### src/rtl/core/grs_pkg.sv
package grs_pkg;

   // width of the group size register
   localparam int CSR_WIDTH = 5;

   // group size after reset
   localparam logic [CSR_WIDTH-1:0] CSR_GROUP_SIZE_RESET = 5'd1;

   // drain sequencer states
   typedef enum logic {
      ST_IDLE,
      ST_DRAIN
   } drain_state_type;

   // hands a buffer bank back to the front once its last read is issued
   typedef struct packed {
      logic valid;
      logic bank;
   } bank_release_type;

endpackage

### src/rtl/core/grs_front.sv
module grs_front #(
   parameter int MAX_GROUP  = 16,
   parameter int DATA_WIDTH = 16,
   parameter int CNT_W      = 5,
   parameter int IDX_W      = 4,
   parameter int JOB_W      = 8
) (
   input  logic                          clock,
   input  logic                          reset,
   input  logic                          csr_write_enable,
   input  logic [grs_pkg::CSR_WIDTH-1:0] csr_group_size,
   input  logic                          req_valid,
   output logic                          req_stall,
   input  logic [DATA_WIDTH-1:0]         req_value,
   input  logic                          req_list_end,
   output logic                          mem_wr_en,
   output logic [IDX_W:0]                mem_wr_addr,
   output logic [DATA_WIDTH-1:0]         mem_wr_data,
   output logic                          job_push,
   output logic [JOB_W-1:0]              job_data,
   input  grs_pkg::bank_release_type     release_bank
);

   typedef struct packed {
      logic             bank;
      logic [CNT_W-1:0] count;
      logic             rev;
      logic             last;
   } job_type;

   logic [grs_pkg::CSR_WIDTH-1:0] group_size_ff;
   logic [CNT_W-1:0]              fill_ff;
   logic [CNT_W-1:0]              fill_in;
   logic                          bank_ff;
   logic                          bank_in;
   logic [1:0]                    busy_ff;
   logic [1:0]                    busy_in;
   logic [CNT_W-1:0]              eff_size;
   logic [CNT_W-1:0]              fill_next;
   logic                          accept;
   logic                          group_done;
   job_type                       job;

   // effective group size: zero acts as one, large values saturate
   always_comb begin
      if (group_size_ff == '0) begin
         eff_size = CNT_W'(1);
      end else if (int'(group_size_ff) > MAX_GROUP) begin
         eff_size = CNT_W'(MAX_GROUP);
      end else begin
         eff_size = CNT_W'(group_size_ff);
      end
   end

   // request classification
   assign req_stall  = busy_ff[bank_ff];
   assign accept     = req_valid & ~req_stall;
   assign fill_next  = fill_ff + CNT_W'(1);
   assign group_done = (fill_next >= eff_size) | req_list_end;

   // buffer write into the bank being filled
   assign mem_wr_en   = accept;
   assign mem_wr_addr = {bank_ff, fill_ff[IDX_W-1:0]};
   assign mem_wr_data = req_value;

   // job descriptor for the drain side
   always_comb begin
      job.bank  = bank_ff;
      job.count = fill_next;
      job.rev   = (fill_next >= eff_size);
      job.last  = req_list_end;
   end

   assign job_push = accept & group_done;
   assign job_data = job;

   // fill and bank tracking
   always_comb begin
      fill_in = fill_ff;
      bank_in = bank_ff;
      busy_in = busy_ff;
      if (accept) begin
         if (group_done) begin
            fill_in          = '0;
            bank_in          = ~bank_ff;
            busy_in[bank_ff] = 1'b1;
         end else begin
            fill_in = fill_next;
         end
      end
      if (release_bank.valid) begin
         busy_in[release_bank.bank] = 1'b0;
      end
   end

   always_ff @(posedge clock) begin
      if (reset) begin
         group_size_ff <= grs_pkg::CSR_GROUP_SIZE_RESET;
         fill_ff       <= '0;
         bank_ff       <= 1'b0;
         busy_ff       <= '0;
      end else begin
         if (csr_write_enable) begin
            group_size_ff <= csr_group_size;
         end
         fill_ff <= fill_in;
         bank_ff <= bank_in;
         busy_ff <= busy_in;
      end
   end

endmodule

### src/rtl/core/grs_queue.sv
module grs_queue #(
   parameter int WIDTH = 8
) (
   input  logic             clock,
   input  logic             reset,
   input  logic             push,
   input  logic [WIDTH-1:0] push_data,
   input  logic             pop,
   output logic             empty,
   output logic [WIDTH-1:0] head
);

   logic [WIDTH-1:0] slot_ff [2];
   logic             wr_ptr_ff;
   logic             rd_ptr_ff;
   logic [1:0]       count_ff;
   logic [1:0]       count_in;

   assign empty = (count_ff == 2'd0);
   assign head  = slot_ff[rd_ptr_ff];

   // occupancy
   always_comb begin
      count_in = count_ff;
      if (push && !pop) begin
         count_in = count_ff + 2'd1;
      end else if (pop && !push) begin
         count_in = count_ff - 2'd1;
      end
   end

   always_ff @(posedge clock) begin
      if (reset) begin
         wr_ptr_ff <= 1'b0;
         rd_ptr_ff <= 1'b0;
         count_ff  <= 2'd0;
      end else begin
         count_ff <= count_in;
         if (push) begin
            wr_ptr_ff <= ~wr_ptr_ff;
         end
         if (pop) begin
            rd_ptr_ff <= ~rd_ptr_ff;
         end
      end
   end

   // storage
   always_ff @(posedge clock) begin
      if (push) begin
         slot_ff[wr_ptr_ff] <= push_data;
      end
   end

endmodule

### src/rtl/core/grs_back.sv
module grs_back #(
   parameter int DATA_WIDTH = 16,
   parameter int CNT_W      = 5,
   parameter int IDX_W      = 4,
   parameter int JOB_W      = 8
) (
   input  logic                      clock,
   input  logic                      reset,
   input  logic                      mem_wr_en,
   input  logic [IDX_W:0]            mem_wr_addr,
   input  logic [DATA_WIDTH-1:0]     mem_wr_data,
   input  logic                      job_empty,
   input  logic [JOB_W-1:0]          job_head,
   output logic                      job_pop,
   output grs_pkg::bank_release_type release_bank,
   output logic                      rsp_valid,
   input  logic                      rsp_stall,
   output logic [DATA_WIDTH-1:0]     rsp_out_value,
   output logic                      rsp_run_last,
   output logic                      rsp_out_list_end
);

   localparam int MEM_DEPTH = 2 ** (IDX_W + 1);

   typedef struct packed {
      logic             bank;
      logic [CNT_W-1:0] count;
      logic             rev;
      logic             last;
   } job_type;

   logic [DATA_WIDTH-1:0]     mem [MEM_DEPTH];
   grs_pkg::drain_state_type  state_ff;
   grs_pkg::drain_state_type  state_in;
   job_type                   job_ff;
   job_type                   job_in;
   logic [CNT_W-1:0]          idx_ff;
   logic [CNT_W-1:0]          idx_in;
   logic [CNT_W-1:0]          rd_idx;
   logic [IDX_W:0]            rd_addr;
   logic                      final_el;
   logic                      issue;
   logic                      load;
   logic                      out_free;
   logic                      s1_move;
   logic                      s1_free;
   logic                      s1_valid_ff;
   logic                      s1_last_ff;
   logic                      s1_end_ff;
   logic [DATA_WIDTH-1:0]     mem_q_ff;
   logic                      rsp_valid_ff;
   logic [DATA_WIDTH-1:0]     rsp_value_ff;
   logic                      rsp_run_last_ff;
   logic                      rsp_end_ff;

   // pipeline flow: read issue -> read data stage -> output register
   assign out_free = ~rsp_valid_ff | ~rsp_stall;
   assign s1_move  = s1_valid_ff & out_free;
   assign s1_free  = ~s1_valid_ff | s1_move;
   assign issue    = (state_ff == grs_pkg::ST_DRAIN) & s1_free;
   assign final_el = (idx_ff + CNT_W'(1)) == job_ff.count;
   assign load     = ((state_ff == grs_pkg::ST_IDLE) | (issue & final_el)) & ~job_empty;

   // read address: reversed or in arrival order
   assign rd_idx  = job_ff.rev ? (job_ff.count - CNT_W'(1) - idx_ff) : idx_ff;
   assign rd_addr = {job_ff.bank, rd_idx[IDX_W-1:0]};

   // next state
   always_comb begin
      state_in = state_ff;
      case (state_ff)
         grs_pkg::ST_IDLE: begin
            if (!job_empty) begin
               state_in = grs_pkg::ST_DRAIN;
            end
         end
         grs_pkg::ST_DRAIN: begin
            if (issue && final_el && job_empty) begin
               state_in = grs_pkg::ST_IDLE;
            end
         end
         default: begin
            state_in = grs_pkg::ST_IDLE;
         end
      endcase
   end

   // sequencer outputs
   always_comb begin
      job_pop            = load;
      release_bank.valid = issue & final_el;
      release_bank.bank  = job_ff.bank;
      job_in             = job_ff;
      idx_in             = idx_ff;
      if (load) begin
         job_in = job_type'(job_head);
         idx_in = '0;
      end else if (issue) begin
         idx_in = idx_ff + CNT_W'(1);
      end
   end

   always_ff @(posedge clock) begin
      if (reset) begin
         state_ff <= grs_pkg::ST_IDLE;
      end else begin
         state_ff <= state_in;
      end
   end

   always_ff @(posedge clock) begin
      job_ff <= job_in;
      idx_ff <= idx_in;
   end

   // ping-pong group buffer
   always_ff @(posedge clock) begin
      if (mem_wr_en) begin
         mem[mem_wr_addr] <= mem_wr_data;
      end
      if (issue) begin
         mem_q_ff <= mem[rd_addr];
      end
   end

   // read data stage
   always_ff @(posedge clock) begin
      if (reset) begin
         s1_valid_ff <= 1'b0;
      end else if (issue) begin
         s1_valid_ff <= 1'b1;
      end else if (s1_move) begin
         s1_valid_ff <= 1'b0;
      end
   end

   always_ff @(posedge clock) begin
      if (issue) begin
         s1_last_ff <= final_el;
         s1_end_ff  <= final_el & job_ff.last;
      end
   end

   // output register
   always_ff @(posedge clock) begin
      if (reset) begin
         rsp_valid_ff <= 1'b0;
      end else if (out_free) begin
         rsp_valid_ff <= s1_valid_ff;
      end
   end

   always_ff @(posedge clock) begin
      if (s1_move) begin
         rsp_value_ff    <= mem_q_ff;
         rsp_run_last_ff <= s1_last_ff;
         rsp_end_ff      <= s1_end_ff;
      end
   end

   assign rsp_valid        = rsp_valid_ff;
   assign rsp_out_value    = rsp_value_ff;
   assign rsp_run_last     = rsp_run_last_ff;
   assign rsp_out_list_end = rsp_end_ff;

endmodule

### src/rtl/core/group_reverse_stream.sv
// channel  | ports                                          | direction
// ---------+------------------------------------------------+----------
// request  | req_valid, req_stall, req_value, req_list_end  | in
// response | rsp_valid, rsp_stall, rsp_out_value,           | out
//          | rsp_run_last, rsp_out_list_end                 |
// csr      | csr_write_enable, csr_group_size               | in
//
// One request per cycle is taken while the buffer bank being filled is free;
// one response per cycle leaves the output register while rsp_stall is low.
// A group's first response passes the job queue, job register, read data stage and output register.
// Two buffer banks alternate: req_stall rises when both hold groups still draining.
// Reset (synchronous) empties the queue and pipeline and sets group size to one.
module group_reverse_stream #(
   parameter int MAX_GROUP  = 16,
   parameter int DATA_WIDTH = 16
) (
   input  logic                          clock,
   input  logic                          reset,
   input  logic                          csr_write_enable,
   input  logic [grs_pkg::CSR_WIDTH-1:0] csr_group_size,
   input  logic                          req_valid,
   output logic                          req_stall,
   input  logic [DATA_WIDTH-1:0]         req_value,
   input  logic                          req_list_end,
   output logic                          rsp_valid,
   input  logic                          rsp_stall,
   output logic [DATA_WIDTH-1:0]         rsp_out_value,
   output logic                          rsp_run_last,
   output logic                          rsp_out_list_end
);

   localparam int CNT_W = $clog2(MAX_GROUP + 1);
   localparam int IDX_W = (MAX_GROUP > 1) ? $clog2(MAX_GROUP) : 1;
   localparam int JOB_W = CNT_W + 3;

   logic                      mem_wr_en;
   logic [IDX_W:0]            mem_wr_addr;
   logic [DATA_WIDTH-1:0]     mem_wr_data;
   logic                      job_push;
   logic [JOB_W-1:0]          job_data;
   logic                      job_pop;
   logic                      job_empty;
   logic [JOB_W-1:0]          job_head;
   grs_pkg::bank_release_type release_bank;

   // request side: store values, cut groups
   grs_front #(
      .MAX_GROUP  (MAX_GROUP),
      .DATA_WIDTH (DATA_WIDTH),
      .CNT_W      (CNT_W),
      .IDX_W      (IDX_W),
      .JOB_W      (JOB_W)
   ) u_front (
      .clock            (clock),
      .reset            (reset),
      .csr_write_enable (csr_write_enable),
      .csr_group_size   (csr_group_size),
      .req_valid        (req_valid),
      .req_stall        (req_stall),
      .req_value        (req_value),
      .req_list_end     (req_list_end),
      .mem_wr_en        (mem_wr_en),
      .mem_wr_addr      (mem_wr_addr),
      .mem_wr_data      (mem_wr_data),
      .job_push         (job_push),
      .job_data         (job_data),
      .release_bank     (release_bank)
   );

   // group descriptors waiting to drain
   grs_queue #(
      .WIDTH (JOB_W)
   ) u_queue (
      .clock     (clock),
      .reset     (reset),
      .push      (job_push),
      .push_data (job_data),
      .pop       (job_pop),
      .empty     (job_empty),
      .head      (job_head)
   );

   // response side: read groups out of the buffer
   grs_back #(
      .DATA_WIDTH (DATA_WIDTH),
      .CNT_W      (CNT_W),
      .IDX_W      (IDX_W),
      .JOB_W      (JOB_W)
   ) u_back (
      .clock            (clock),
      .reset            (reset),
      .mem_wr_en        (mem_wr_en),
      .mem_wr_addr      (mem_wr_addr),
      .mem_wr_data      (mem_wr_data),
      .job_empty        (job_empty),
      .job_head         (job_head),
      .job_pop          (job_pop),
      .release_bank     (release_bank),
      .rsp_valid        (rsp_valid),
      .rsp_stall        (rsp_stall),
      .rsp_out_value    (rsp_out_value),
      .rsp_run_last     (rsp_run_last),
      .rsp_out_list_end (rsp_out_list_end)
   );

endmodule
### config.mk
export PLATFORM = sky130hd
export DESIGN_NAME = group_reverse_stream
export DESIGN_NICKNAME = d
export VERILOG_FILES = /design/src/rtl/core/grs_pkg.sv /design/src/rtl/core/grs_front.sv /design/src/rtl/core/grs_queue.sv /design/src/rtl/core/grs_back.sv /design/src/rtl/core/group_reverse_stream.sv
export SDC_FILE = /design/constraint.sdc
export NUM_CORES = 1
export LEC_CHECK = 0
export BUFFER_PORTS_ARGS = -buffer_cell sky130_fd_sc_hd__buf_4
export CELL_PAD_IN_SITES_DETAIL_PLACEMENT = 2
export CELL_PAD_IN_SITES_GLOBAL_PLACEMENT = 2
export CORE_ASPECT_RATIO = 0.6
export CORE_UTILIZATION = 43
export DETAILED_ROUTE_END_ITERATION = 12
export GPL_TIMING_DRIVEN = 0
export PLACE_DENSITY = 0.87
export SLEW_MARGIN = 20
export SYNTH_ARGS = -nofsm -noshare
export SYNTH_HDL_FRONTEND = slang
export SYNTH_SLANG_ARGS = --single-unit
### constraint.sdc
create_clock -name clock -period 3.8 [get_ports clock]
set_input_delay 0.76 -clock clock [delete_from_list [all_inputs] [get_ports clock]]
set_output_delay 0.76 -clock clock [all_outputs]
set_load 0.02 [all_outputs]
Word-level counts from Yosys, hierarchy flattened
Memory sizes are Yosys's and may differ from the RTL's. A register that Yosys moved wholly into a read port is not among the register bits.
Index checks and enable logic that the tools add are counted.
{"block": "word_totals", "regBits": 45, "latchBits": 0, "ramBits": 528, "mem_bits_ro": 0, "input_bits": 27, "out_inout_bits": 20, "elab_cells": 91, "memories": 2}
{"name": "u_back.mem", "words": 32, "width": 16, "rd": 1, "rd_clocked_by_memory_dff": 1, "wr": 1, "line": "grs_back.sv:32", "text": "logic [DATA_WIDTH-1:0] mem [MEM_DEPTH];"}
{"name": "u_queue.slot_ff", "words": 2, "width": 8, "rd": 1, "rd_clocked_by_memory_dff": 1, "wr": 1, "line": "grs_queue.sv:13", "text": "logic [WIDTH-1:0] slot_ff [2];"}
{"block": "op_classes", "add_sub_neg": 6, "mul": 0, "div_mod_pow": 0, "order_cmp": 6, "n_eq_ne": 1, "n_shift": 0, "muxes": 24, "bitwise": 23, "reduce_logical": 13}
{"operator": "two-way mux 5 bit", "count": 3}
{"operator": "two-way mux 1 bit", "count": 12}
{"operator": "adder 5 x 1 -> 5 bit (second input constant)", "count": 2}
{"operator": "two-way mux 2 bit", "count": 5}
{"operator": "NOT 1 bit", "count": 9}
{"operator": "AND 1 bit", "count": 7}
{"operator": "logical AND 1 bit", "count": 6}
{"operator": "== test 5 bit", "count": 1}
{"operator": "greater-or-equal comparator 5 bit", "count": 1}
{"operator": "> comparator 5 bit (second input constant)", "count": 1}
{"operator": "logical NOT 5 bit", "count": 1}
{"operator": "less-than comparator 1 x 2 -> 1 bit (second input constant)", "count": 2}
{"operator": "two-way mux 4 bit", "count": 1}
{"operator": "OR 1 bit", "count": 4}
{"operator": "nonzero test 2 bit", "count": 2}
{"operator": "subtractor 4 x 1 -> 4 bit (second input constant)", "count": 1}
{"operator": "subtractor 4 bit", "count": 1}
{"operator": "adder 2 x 1 -> 2 bit (second input constant)", "count": 1}
{"operator": "AND 2 bit", "count": 1}
{"operator": "demux 1 bit (select 1 bit)", "count": 2}
{"operator": "greater-or-equal comparator 1 bit (second input constant)", "count": 2}
{"operator": "logical NOT 1 bit", "count": 2}
{"operator": "logical NOT 2 bit", "count": 1}
{"operator": "NOT 2 bit", "count": 1}
{"operator": "4 further kinds", "count": 4}

Depth between registers and ports, before layout
{"block": "logic_depth", "ltp_word": 11, "depth_mapped": 16, "depth_no_buf": 12}

Hierarchy
A second synthesis with hierarchy kept.
{"block": "hier_totals", "hier_cells": 1905, "area_unflattened_um2": 24828.8}
{"module": "grs_back", "n_inst": 1, "cells_per_inst": 1754, "area_each_um2": 23144.7, "seq_area_each_um2": 16856.2}
{"module": "grs_front", "n_inst": 1, "cells_per_inst": 105, "area_each_um2": 909.6, "seq_area_each_um2": 260.2}
{"module": "grs_queue", "n_inst": 1, "cells_per_inst": 46, "area_each_um2": 774.5, "seq_area_each_um2": 580.6}

Least setup slack after synthesis
OpenSTA, ideal clock, no wires.
{"block": "synth_path", "path_type": "register to register", "start": "reg u_back.idx_ff[0]", "end": "reg u_queue.count_ff[1]", "setup_ns": 0.071, "arrival_time_ns": 3.603, "required_time_ns": 3.729, "slack_ns": 0.127, "stages_incl_launch_ff": 16, "n_path_buf": 4, "period_less_slack_ns": 3.673, "cell_sequence": "dfxtp_1 -> inv_1 -> clkbuf_1 -> clkbuf_1 -> ha_1 -> clkbuf_1 -> inv_1 -> clkbuf_1 -> nand2_1 -> nor3_1 -> a21oi_1 -> nor2_1 -> inv_1 -> ha_1 -> or3_1 -> a21oi_1"}
{"block": "synth_via", "elab_chain_cells": 8, "elab_cells_between_ends": 10, "classes_between": "add/sub (1); eq/ne (1); mux (1); bitwise (3); reduce/logical (4)"}
{"element": "start, declared", "line": "grs_back.sv:37", "text": "logic [CNT_W-1:0] idx_ff;"}
{"element": "start signal, assigned", "line": "grs_back.sv:113", "text": "idx_ff <= idx_in;"}
{"element": "adder 5 x 1 -> 5 bit *", "line": "grs_back.sv:61", "text": "assign final_el = (idx_ff + CNT_W'(1)) == job_ff.count;"}
{"element": "== test 5 bit *", "line": "grs_back.sv:61"}
{"element": "AND 1 bit *", "line": "grs_back.sv:62", "text": "assign load = ((state_ff == grs_pkg::ST_IDLE) | (issue & final_el)) & ~job_empty;"}
{"element": "OR 1 bit *", "line": "grs_back.sv:62"}
{"element": "AND 1 bit *", "line": "grs_back.sv:62"}
{"element": "via job_pop", "line": "group_reverse_stream.sv:41", "text": "logic job_pop;"}
{"element": "logical NOT 1 bit", "line": "grs_queue.sv:25", "text": "if (push && !pop) begin"}
{"element": "logical AND 1 bit", "line": "grs_queue.sv:25"}
{"element": "two-way mux 2 bit or nonzero test 2 bit (tied branches)"}
{"element": "end signal, assigned", "line": "grs_queue.sv:38", "text": "count_ff <= count_in;"}
{"element": "end, declared", "line": "grs_queue.sv:16", "text": "logic [1:0] count_ff;"}
The timed path passes the listed nets; every way through them passes the cells marked *.
A chain may end at the register's enable or synchronous reset.

Worst setup path in the final report
{"block": "layout_path", "start": "reg u_back.idx_ff[2]", "end": "reg u_back.mem_q_ff[13], read port of u_back.mem, data pin"}
{"block": "layout_via", "elab_chain_cells": 2}
{"element": "subtractor 4 bit", "line": "grs_back.sv:65", "text": "assign rd_idx = job_ff.rev ? (job_ff.count - CNT_W'(1) - idx_ff) : idx_ff;"}
{"element": "two-way mux 4 bit *", "line": "grs_back.sv:65"}
{"element": "end, declared", "line": "grs_back.sv:50", "text": "logic [DATA_WIDTH-1:0] mem_q_ff;"}
Mark *: on every way between the ends. The rest lies on a longest branch, timed or not.

==> summary.md <==
| Metric | Value |
|---|---|
| Mapped Area | `about 24000 um^2` |
| Final Util | `between 50% and 60%` |
| MaxCap Viol Count | `0` |
| Grt total ovfl | `0` |
| Antenna violations before repair | `5` |
| Place WS | `-2.20 ns` |
| Cells after Synth | `1390` |
| Clock Tree Root | `clkbuf_16` |
| DRT Pass-1 Iters | `6` |
| DIE AREA | `57400 um^2` |
| Clock Power Share | `24.2%` |
| Int Pwr | `14700 uW` |
| H-tree levels | `2` |
| Setup Skew | `0.0206 ns` |
| Post-synthesis sequential area ratio | `72.9%` |
| Unrepaired setup endpoints after global routing | `no` |
| Layout cell share with drive strength beyond 1 | `about a quarter` |
| Sw Ratio | `40.0%` |
| IO Port Bufs | `between 40 and 50` |
| Die H | `~190 um` |
| Pin count of the biggest net entering global routing | `33` |
| Die width | `309 um` |
| Ys async rst share | `0%` |
| Routability cong. | `slightly above 0.9` |
| Post-synth top flop | `edfxtp_1` |
| Finish-stage setup viols | `2` |
| Total CTS buffers | `55` |
| Violated checks | `setup timing` |
| Yosys top cell by area | `edfxtp_1` |
| First-pass GRT wire length | `between 100000 and 150000 um` |
| Vias in the first global route | `approximately 16000` |
| Reg2reg start | `u_back.idx_ff[2]` |
| Filler Cells Inserted | `a little under 5000` |
| Wire per inst | `41.1 um` |
| Slew Limit Headroom | `25.1%` |
| Worst Hold Slack | `roughly 0.37 ns` |
| Commonest non-fill, non-tap cell in the layout | `edfxtp_1` |
| Layout Nets | `roughly 1600` |
| CTS tree | `done` |
| Period utilisation layout | `100%` |
| Max Slew Vio Count | `0` |
| Synthesis-stage register bit count | `approximately 600` |
| Worst Setup Path Type | `reg -> reg` |
| Vias per cell | `6.80` |
| Total track usage | `between 30% and 40%` |
| Area Overhead vs Synth | `16.1%` |
| CP arrival | `around 4.2 ns` |
| Row count | `66` |
| WP data required | `roughly 4.2 ns` |
| Max IR drop VDD | `0.449 mV` |
| Final wirelength | `95000 um` |
| Pleak | `0.00903 uW` |
| Core Footprint | `54900 um^2` |
| Cell variety after synth | `54` |
| Post-route ant nets | `0` |
| Fin. Hold Viols | `0` |
| Non-Filler Cell Area, Final | `about 28000 um^2` |
| Final critical-path required period | `between 3 and 4 ns` |
| Multi-input gate area | `about 6400 um^2` |
| Synth warnings | `0` |
| Clock Latency Late Sink | `0.63 ns` |
| P per Cell Area | `~870 nW/um^2` |
| Comb pwr share | `43.7%` |
| Dominant cells by area after synthesis | `edfxtp_1 71%, mux4_2 9.9%, nor2_1 2.2%` |
| Power Total | `between 20000 and 25000 uW` |
| Psw | `9760 uW` |
| Mean area per synthesized cell | `17.4 um^2` |
| Num ports | `47` |
| Clk buf depth | `3` |
| Worst setup margin | `-0.00858 ns` |
| Crit start category | `flop` |
| Commonest cells after routing, fill and taps aside | `572 x edfxtp_1, 107 x mux4_2, 106 x nor2_1, 66 x buf_4, 57 x clkbuf_16` |
| Outcome | `finished, violations left` |
| Register share of total power | `between 30 and 40%` |
| Setup crit end kind | `flop` |
| Net count of the mapped netlist | `1432` |
| Clk slew on worst S/H paths | `roughly 0.07 ns` |
| DP Area | `approximately 26000 um^2` |
| FMAX | `about 260 MHz` |
| Area share of the largest cell type after synthesis | `70.9%` |
| Sink Count | `~600` |
| Hold Crit Start | `req_list_end` |
| DR vias | `approximately 16000` |
| Transition time of the tightest slew-check pin | `between 1 and 1.5 ns` |
| Maximum fanout along the worst path | `10` |
| # DRC | `0` |
| Initial Util | `44.1%` |
| Initial drt markers | `between 2000 and 3000` |
| HPWL Detailed | `~60000 um` |
| Storage cell area | `~18000 um^2` |
| Hold Path Class | `in -> reg` |
| Post-synth EDFFs | `between 500 and 600` |
| Critical path origin | `u_back.idx_ff[2]` |
routing by layer:
| layer | share of wire [%] | GRT usage, % |
|---|---|---|
| met1 | 39 | 46.1 |
| met2 | 45 | 53.0 |
| met3 | 11 | 7.63 |
| met4 | 4.7 | 12.6 |
| met5 | 0 | 0 |
layout make-up:
class | count | share of cell area [%]
tap | 748 | 3.32
inverter | 17 | 0.244
buffer | 83 | 1.89
sequential | 597 | 62.8
antenna | 2 | 0.0178
multi-input combinational | 689 | 22.6
timing repair buffer | 77 | 2.72
clock buffer | 69 | 5.33
clock inverter | 32 | 1.03
cell usage after synthesis, drive strengths merged, types with 8 or more instances:
cell type	count
nand2	45
xor2	8
dfxtp	25
o21ai	36
a41oi	9
nor2	145
inv	16
a21oi	47
mux2	21
mux2i	26
clkbuf	50
mux4	107
nor3	23
a22o	9
a21o	8
ha	14
nand3	17
xnor2	12
a31oi	13
o21bai	24
a221oi	8
o221ai	18
edfxtp	572
buf	37
o31ai	9
o211ai	39
metrics by stage:
step	TNS [ns]	std cells
2_1_floorplan	0	1390
3_3_place_gp	-46.93	2182
3_5_place_dp	-50.63	2203
4_1_cts	0	2307
5_1_grt	0	2313
6_report	-0.0101	2314
kinds of logic after synthesis:
| logic type | synth area share (%) |
|---|---|
| compound gates | 6.61 |
| mux | 12.0 |
| fa+ha+maj | 0.805 |
| buf+inv | 2.19 |
| flops | 72.9 |
| xor+xnor | 0.723 |
| simple gates | 4.74 |
path summary, 6_finish.rpt:
check             slack, ns  cells after the start                       to
setup / recovery     -0.009                     10      u_back.mem_q_ff[13]
hold / removal         0.37                      1    u_queue.slot_ff[0][0]
setup reg to reg     -0.009                     10      u_back.mem_q_ff[13]
hold reg to reg        0.42                      0  u_back.rsp_out_value[9]
power by group through the flow:
stage	clock [uW]	combinational, uW	sequential, uW
final	5900	10700	7850
after global routing	6090	10900	7860
after CTS	5850	10100	7850
after detailed placement	0	9320	7980
after global placement	0	8550	7940
after floorplan	0	5640	7940
worst max-delay path, cell delays in order (launching register included):
cell and delay [ns]:
dfxtp_1 0.45, inv_1 0.15, ha_1 0.42, or4b_1 0.58, and3_1 0.22, a211oi_2 0.39, buf_6 0.23, buf_4 0.34
buf_2 0.37, nor2_1 0.10, a31oi_2 0.33
sequential cells by signal, summed over array words and instances, names as in the netlist, 5 cells and up:
| name | cells |
|---|---|
| u_back.mem | 512 |
| u_back.mem_q_ff | 16 |
| u_back.rsp_out_value | 16 |
| u_queue.slot_ff | 16 |
| u_back.job_ff | 7 |
| u_back.idx_ff | 5 |
| u_front.fill_ff | 5 |
| u_front.group_size_ff | 5 |
repair_timing:
item / in CTS / in global routing
endpoints found under the setup margin: 53 / 25
hold buffers: 0 / 0
pin swaps: 3 / 1
gates resized for setup: 65 / 20
buffers inserted: 7 / 5
Power figures use the tool's default switching activity.
